**config.mk**
```make
export PLATFORM = sky130hd
export DESIGN_NAME = dshot_frame_encoder
export DESIGN_NICKNAME = d
export VERILOG_FILES = /design/src/design/dfe_pkg.sv /design/src/design/dfe_front.sv /design/src/design/dfe_queue.sv /design/src/design/dfe_back.sv /design/src/design/dshot_frame_encoder.sv
export SDC_FILE = /design/constraint.sdc
export NUM_CORES = 1
export LEC_CHECK = 0
export ABC_CLOCK_PERIOD_IN_PS = 7050
export BUFFER_PORTS_ARGS = -buffer_cell sky130_fd_sc_hd__buf_2
export CAP_MARGIN = 30
export CELL_PAD_IN_SITES_DETAIL_PLACEMENT = 2
export CELL_PAD_IN_SITES_GLOBAL_PLACEMENT = 2
export CORE_MARGIN = 8
export CORE_UTILIZATION = 40
export CTS_BUF_LIST = sky130_fd_sc_hd__clkbuf_16
export CTS_CLUSTER_DIAMETER = 80
export DETAILED_ROUTE_END_ITERATION = 8
export PLACE_DENSITY = 0.83
export SKIP_LAST_GASP = 1
export SLEW_MARGIN = 20
export SYNTH_ARGS = -nofsm -noshare
export SYNTH_HDL_FRONTEND = slang
export SYNTH_SLANG_ARGS = --single-unit
export TNS_END_PERCENT = 1
```
**constraint.sdc**
```tcl
create_clock -name clk_i -period 7.05 [get_ports clk_i]
set_clock_uncertainty 0.15 [all_clocks]
set_input_delay 0.3525 -clock clk_i [delete_from_list [all_inputs] [get_ports clk_i]]
set_output_delay 0.3525 -clock clk_i [all_outputs]
set_load 0.02 [all_outputs]
```
**src/design/dfe_pkg.sv**
```systemverilog
// Types, constants and arithmetic helpers of the DShot frame encoder.
package dfe_pkg;

  localparam int unsigned PwW       = 12;
  localparam int unsigned CodeW     = 11;
  localparam int unsigned TicksW    = 8;
  localparam int unsigned FrameBits = 16;
  localparam int unsigned CrcW      = 4;
  localparam int unsigned SlotW     = $clog2(FrameBits + 1);
  localparam int unsigned BitIdxW   = $clog2(FrameBits);
  localparam int unsigned QDepth    = 2;
  localparam int unsigned QPtrW     = $clog2(QDepth);
  localparam int unsigned QCntW     = $clog2(QDepth + 1);
  localparam int unsigned CfgIdxW   = 2;

  localparam logic [PwW-1:0]    PwMinUs     = PwW'(1000);
  localparam logic [PwW-1:0]    PwMaxUs     = PwW'(2000);
  localparam logic [PwW-1:0]    HalfSpan    = PwW'(500);
  localparam logic [CodeW-1:0]  CodeOffset  = CodeW'(48);
  localparam logic [TicksW-1:0] OneReset    = TicksW'(180);
  localparam logic [TicksW-1:0] ZeroReset   = TicksW'(90);
  localparam logic [TicksW-1:0] IdleTicks   = '0;
  localparam logic [SlotW-1:0]  SlotIdle    = SlotW'(FrameBits);

  localparam logic [CfgIdxW-1:0] CfgOnePulse  = CfgIdxW'(0);
  localparam logic [CfgIdxW-1:0] CfgZeroPulse = CfgIdxW'(1);

  typedef struct packed {
    logic [PwW-1:0] pulse_width_us;
    logic           telemetry_request;
  } in_t;

  typedef struct packed {
    logic [TicksW-1:0] pulse_ticks;
    logic [CodeW-1:0]  throttle_code;
    logic              last_slot;
  } out_t;

  typedef struct packed {
    logic [FrameBits-1:0] bits;
    logic [CodeW-1:0]     code;
  } frame_t;

  // (d*1999 + 500) / 1000 equals 2d for d <= 500 and 2d - 1 above, d in 0..1000.
  function automatic logic [CodeW-1:0] width_to_code(input logic [PwW-1:0] p);
    logic [PwW-1:0] d;
    logic [PwW:0]   q;
    d = p - PwMinUs;
    q = {d, 1'b0} - ((d > HalfSpan) ? (PwW+1)'(1) : '0);
    return CodeOffset + q[CodeW-1:0];
  endfunction

  function automatic logic [CrcW-1:0] frame_crc(input logic [CodeW:0] word);
    return word[11:8] ^ word[7:4] ^ word[3:0];
  endfunction

endpackage

```
**src/design/dfe_front.sv**
```systemverilog
// Front end: clamps the pulse width, builds the throttle code and the 16-bit frame.
module dfe_front (
  input  dfe_pkg::in_t    item_i,
  output dfe_pkg::frame_t frame_o
);
  import dfe_pkg::*;

  logic [PwW-1:0]   pw;
  logic             arm;
  logic [CodeW-1:0] code;
  logic [CodeW:0]   word;

  always_comb begin
    pw   = item_i.pulse_width_us;
    arm  = (pw <= PwMinUs);
    if (pw > PwMaxUs) begin
      pw = PwMaxUs;
    end
    code = width_to_code(pw);
    word = {code, item_i.telemetry_request};
    if (arm) begin
      frame_o.bits = '0;
      frame_o.code = '0;
    end else begin
      frame_o.bits = {word, frame_crc(word)};
      frame_o.code = code;
    end
  end

endmodule

```
**src/design/dfe_queue.sv**
```systemverilog
// Short frame queue between the front end and the serializer.
module dfe_queue (
  input  logic            clk_i,
  input  logic            rst_ni,
  input  logic            wr_i,
  input  dfe_pkg::frame_t wr_data_i,
  output logic            full_o,
  input  logic            rd_i,
  output dfe_pkg::frame_t rd_data_o,
  output logic            valid_o
);
  import dfe_pkg::*;

  frame_t            mem_q [QDepth];
  logic [QPtrW-1:0]  wr_ptr_q, wr_ptr_d;
  logic [QPtrW-1:0]  rd_ptr_q, rd_ptr_d;
  logic [QCntW-1:0]  cnt_q, cnt_d;
  logic              wr_en, rd_en;

  assign full_o    = (cnt_q == QCntW'(QDepth));
  assign valid_o   = (cnt_q != '0);
  assign rd_data_o = mem_q[rd_ptr_q];
  assign wr_en     = wr_i && !full_o;
  assign rd_en     = rd_i && valid_o;

  always_comb begin
    wr_ptr_d = wr_ptr_q;
    rd_ptr_d = rd_ptr_q;
    cnt_d    = cnt_q;
    if (wr_en) begin
      wr_ptr_d = (wr_ptr_q == QPtrW'(QDepth - 1)) ? '0 : wr_ptr_q + QPtrW'(1);
    end
    if (rd_en) begin
      rd_ptr_d = (rd_ptr_q == QPtrW'(QDepth - 1)) ? '0 : rd_ptr_q + QPtrW'(1);
    end
    if (wr_en && !rd_en) begin
      cnt_d = cnt_q + QCntW'(1);
    end else if (rd_en && !wr_en) begin
      cnt_d = cnt_q - QCntW'(1);
    end
  end

  always_ff @(posedge clk_i or negedge rst_ni) begin
    if (!rst_ni) begin
      wr_ptr_q <= '0;
      rd_ptr_q <= '0;
      cnt_q    <= '0;
    end else begin
      wr_ptr_q <= wr_ptr_d;
      rd_ptr_q <= rd_ptr_d;
      cnt_q    <= cnt_d;
    end
  end

  always_ff @(posedge clk_i) begin
    if (wr_en) begin
      mem_q[wr_ptr_q] <= wr_data_i;
    end
  end

endmodule

```
**src/design/dfe_back.sv**
```systemverilog
// Serializer: walks the head frame slot by slot into the result register.
module dfe_back (
  input  logic                        clk_i,
  input  logic                        rst_ni,
  input  logic                        q_valid_i,
  input  dfe_pkg::frame_t             q_data_i,
  output logic                        q_rd_o,
  input  logic [dfe_pkg::TicksW-1:0]  one_ticks_i,
  input  logic [dfe_pkg::TicksW-1:0]  zero_ticks_i,
  output logic                        empty,
  input  logic                        pop,
  output dfe_pkg::out_t               result_o
);
  import dfe_pkg::*;

  logic [SlotW-1:0]   slot_q, slot_d;
  logic               vld_q, vld_d;
  out_t               res_q, res_d;
  logic               load, take, at_idle;
  logic [BitIdxW-1:0] bit_idx;

  assign load     = !vld_q || pop;
  assign take     = load && q_valid_i;
  assign at_idle  = (slot_q == SlotIdle);
  assign bit_idx  = BitIdxW'(FrameBits - 1) - slot_q[BitIdxW-1:0];
  assign q_rd_o   = take && at_idle;
  assign empty    = !vld_q;
  assign result_o = res_q;

  always_comb begin
    slot_d = slot_q;
    vld_d  = vld_q;
    res_d  = res_q;
    if (load) begin
      vld_d = q_valid_i;
    end
    if (take) begin
      res_d.throttle_code = q_data_i.code;
      res_d.last_slot     = at_idle;
      if (at_idle) begin
        res_d.pulse_ticks = IdleTicks;
        slot_d            = '0;
      end else begin
        res_d.pulse_ticks = q_data_i.bits[bit_idx] ? one_ticks_i : zero_ticks_i;
        slot_d            = slot_q + SlotW'(1);
      end
    end
  end

  always_ff @(posedge clk_i or negedge rst_ni) begin
    if (!rst_ni) begin
      slot_q <= '0;
      vld_q  <= 1'b0;
    end else begin
      slot_q <= slot_d;
      vld_q  <= vld_d;
    end
  end

  always_ff @(posedge clk_i) begin
    res_q <= res_d;
  end

endmodule

```
**src/design/dshot_frame_encoder.sv**
```systemverilog
// Top level of the DShot frame encoder: config registers, front end, queue, serializer.
// With the serializer idle, an input word is queued, then its first result word goes to the result register.
// Throughput: 17 result words per input word, one per cycle while pop is held; the serializer sets the rate.
// A two-entry frame queue lets new input words in while a frame is still being sent.
// Reset: queue and result register empty; one_pulse_ticks 180, zero_pulse_ticks 90.
module dshot_frame_encoder (
  input  logic                         clk_i,
  input  logic                         rst_ni,
  input  logic                         push,
  output logic                         full,
  input  dfe_pkg::in_t                 item_i,
  output logic                         empty,
  input  logic                         pop,
  output dfe_pkg::out_t                result_o,
  input  logic                         cfg_valid_i,
  output logic                         cfg_ready_o,
  input  logic [dfe_pkg::CfgIdxW-1:0]  cfg_index_i,
  input  logic [dfe_pkg::TicksW-1:0]   cfg_data_i
);
  import dfe_pkg::*;

  logic [TicksW-1:0] one_q, one_d;
  logic [TicksW-1:0] zero_q, zero_d;
  frame_t            front_frame, head_frame;
  logic              q_valid, q_rd;

  assign cfg_ready_o = 1'b1;

  always_comb begin
    one_d  = one_q;
    zero_d = zero_q;
    if (cfg_valid_i) begin
      unique case (cfg_index_i)
        CfgOnePulse:  one_d  = cfg_data_i;
        CfgZeroPulse: zero_d = cfg_data_i;
        default: ;
      endcase
    end
  end

  always_ff @(posedge clk_i or negedge rst_ni) begin
    if (!rst_ni) begin
      one_q  <= OneReset;
      zero_q <= ZeroReset;
    end else begin
      one_q  <= one_d;
      zero_q <= zero_d;
    end
  end

  dfe_front u_front (
    .item_i  (item_i),
    .frame_o (front_frame)
  );

  dfe_queue u_queue (
    .clk_i     (clk_i),
    .rst_ni    (rst_ni),
    .wr_i      (push),
    .wr_data_i (front_frame),
    .full_o    (full),
    .rd_i      (q_rd),
    .rd_data_o (head_frame),
    .valid_o   (q_valid)
  );

  dfe_back u_back (
    .clk_i        (clk_i),
    .rst_ni       (rst_ni),
    .q_valid_i    (q_valid),
    .q_data_i     (head_frame),
    .q_rd_o       (q_rd),
    .one_ticks_i  (one_q),
    .zero_ticks_i (zero_q),
    .empty        (empty),
    .pop          (pop),
    .result_o     (result_o)
  );

endmodule

```
==> run_results.csv <==
group,metric,value,unit
outcome,status,"finished clean",
setup_path,critical_path.cell_chain,"buf_2, or4_1, a211oi_2, nor2_1, nor3_1, ha_1, nand2_1, a211oi_1, o32ai_1, o311a_2, ha_1, fa_1, a21o_1, a21oi_1, nor3b_1, xnor2_1, xnor2_1, nor2_1",
timing,min_period,4.66,ns
logic_synthesis,synthesis.nets,363,
setup_path,crit_path_top_delay_cell,"or4_1",
drt,routedWlPerCell,21.9,um
clocking,cts_htree_levels,3,
cells_and_area,num-fill-cells,985,
clocking,clk_path_buf_depth,2,
logic_synthesis,seq_area_frac_synth,55.0,%
cells_and_area,drive_above_1_share,30.1,%
logic_synthesis,synth_enable_flop_cells,52,
clocking,cts_resized,0,
global_routing,grtUsageMet3,2.43,%
floorplanning,die_width,117,um
global_routing,top_usage_layer,"met2",
floorplanning,start_util,41.3,%
global_routing,grt_usage,17.8,%
setup_path,cpPeakStageDelay,0.56,ns
timing,whs,0.0605,ns
timing,hold_viol_final,0,
clocking,cts_buffers,9,
setup_path,worstPathRequired,6.97,ns
setup_path,endpoint_kind,"flip-flop",
power_and_ir_drop,vdd_ir_drop_max,0.157,mV
timing,fin_crit_sh,66.1,%
global_routing,grt_pass1_vias,3128,
cells_and_area,area_growth,16.9,%
hold_path,min_path_type,"input port to flip-flop",
place,globalplace.congestion,0.758,
global_routing,grt_pass1_wl,17800,um
timing,tightestPinTransition,0.821,ns
cells_and_area,fin_area,0.00472,mm2
drt,drc,0,
global_routing,grt-ovfl-total,0,
logic_synthesis,ys.flop_type,"edfxtp_1",
floorplanning,dieArea,0.0136,mm2
floorplanning,io_pins,51,
power_and_ir_drop,powerDensity,401,mW/mm2
floorplanning,core,0.00977,mm2
logic_synthesis,ys.warnings.count,0,
timing,max_freq,0.215,GHz
drt,first_iter_violations,95,
timing,tns,0,ns
logic_synthesis,syn-cell-area,0.00404,mm2
drt,wirelength,11200,um
floorplanning,rows,36,
global_routing,antenna_found_initial,0,
global_routing,use_met2,33.2,%
cells_and_area,nets,418,
setup_path,critPathArrivalTime,4.58,ns
clocking,cts.sinks,78,
clocking,postCtsSetupBuffers,0,
logic_synthesis,async_reset_ff_share,33.3,%
floorplanning,die_y,117,um
drt,vias_per_cell,5.27,
clocking,cts-root-buf,"clkbuf_16",
logic_synthesis,ys_ff_latch,78,
drt,drt_pre_antenna_iters,4,
setup_path,crit_fanout,14,
cells_and_area,fin_util,48.3,%
timing,setup_viol,0,
logic_synthesis,synth_area_per_cell,12.7,um2
cells_and_area,fin_cells,512,
timing,slew_viol_final,0,
place,place.detailed.hpwl,8340,um
flow_run,maxCapViolCount,0,
logic_synthesis,yosys.cell_types.count,59,
place,port_buffers,49,
drt,drtAntennaViolNets,0,
cells_and_area,diodes,0,
power_and_ir_drop,power_leakage,1.98,nW
clocking,cts_tree,"built",
logic_synthesis,postSynthCellCount,319,
setup_path,startpoint_type,"input port",
timing,slew_headroom,45.3,%
place,placed_cells,495,
clocking,clk_pin_slew,0.06,ns
drt,num_vias,2698,
global_routing,grt_max_degree,30,
global_routing,grt_use_met1,20.4,%
setup_path,critPathKind,"input port to flip-flop",
timing,rsz0062_at_grt,"false",
clocking,clk_latency,0.33,ns
place,post_dp_cell_area,0.00443,mm2
flip-flops by register name (all words and copies together) (netlist names):
register / flops
u_queue.rd_ptr_q: 1
u_back.vld_q: 1
u_queue.wr_ptr_q: 1
one_q: 8
u_queue.cnt_q: 2
u_queue.mem_q: 32
zero_q: 8
u_back.result_o: 20
u_back.slot_q: 5
where the power goes:
group          total [mW]  leakage (nW)  internal [mW]  switching, mW
clock               0.446         0.151          0.259          0.187
sequential          0.796         0.794          0.695          0.102
combinational       0.654          1.03          0.268          0.386
critical path: cells and delay by family:
family,cells,cell delay (ns)
buffers and inverters,1,0.18
adders and majority gates,3,0.85
xor gates and xnor gates,2,0.37
and+or+nand+nor,6,1.43
AOI/OAI and AO/OA,6,1.38
synthesized netlist by cell type (all sizes together) (7+ instances only):
master | number | area (um2)
mux2 | 27 | 315
o21ai | 9 | 45.0
nor2b | 8 | 50.1
dfrtp | 18 | 450
xnor2 | 12 | 105
nor2 | 39 | 146
xor2 | 7 | 61.3
ha | 15 | 188
mux2i | 11 | 123
a21oi | 12 | 60.1
nand2 | 17 | 63.8
dfstp | 8 | 210
edfxtp | 52 | 1560
inv | 14 | 52.6
layout by cell type (no fill, tap or decap), drive strengths merged, types with 2 or more instances in the layout:
master / n
nand3: 2
clkinv: 2
a21o: 5
nand2b: 2
mux2i: 11
or4: 2
edfxtp: 52
mux4: 4
nor3: 6
mux2: 27
nand3b: 3
o22a: 2
or2: 2
nor2b: 8
nor2: 39
clkbuf: 10
buf: 54
a211oi: 3
ha: 15
xor2: 7
o21a: 3
a21oi: 12
inv: 19
o21ai: 9
dfstp: 8
xnor2: 12
nor3b: 3
dfrtp: 18
nand2: 17
per-stage QoR:
stage | power [mW] | worst slack, ns
after global placement | 1.39 | 2.45
final | 1.90 | 2.39
after CTS | 1.92 | 2.36
after floorplan | 1.24 | 2.80
after global routing | 1.99 | 2.08
after detailed placement | 1.46 | 2.07
worst paths after layout:
path	start	end	slack (ns)	depth (start not counted)
min reg2reg	zero_q[2]	zero_q[2]	0.36	1
max	item_i[4]	u_queue.mem_q[1][11]	2.39	18
max reg2reg	u_queue.rd_ptr_q	u_back.result_o[17]	3.88	5
min	pop	u_back.vld_q	0.06	2
min in group asynchronous	rst_ni	u_back.slot_q[2]	0.43	2
max in group asynchronous	rst_ni	u_queue.cnt_q[0]	5.89	2
layout make-up:
class	instances	area [um2]	share of cell area [%]
Clock inverter	6	33.8	0.715
Clock buffer	10	250	5.30
Sequential cell	78	2220	47.0
Tap cell	133	166	3.52
Timing Repair Buffer	55	293	6.20
Inverter	15	56.3	1.19
Multi-Input combinational cell	215	1700	36.0
cell families after synthesis:
kind of cell,synth area share (%)
xor+xnor,5.26
mux,13.2
compound gates,7.40
other cells,0.0928
simple gates,10.8
flops,55.0
buf+inv,3.13
fa+ha+maj,5.14
per-layer routing:
layer / share of wire, % / wire length, um
met1: 41 / 4660
met2: 55 / 6140
met3: 2.4 / 275
met4: 1.4 / 161
met5: 0 / 0
what timing repair did:
item,in CTS,in global routing
hold endpoints to repair,18,0
endpoints found under the setup margin,0,0
hold buffers,1,0
No activity file was read; power rests on OpenSTA's default activity.
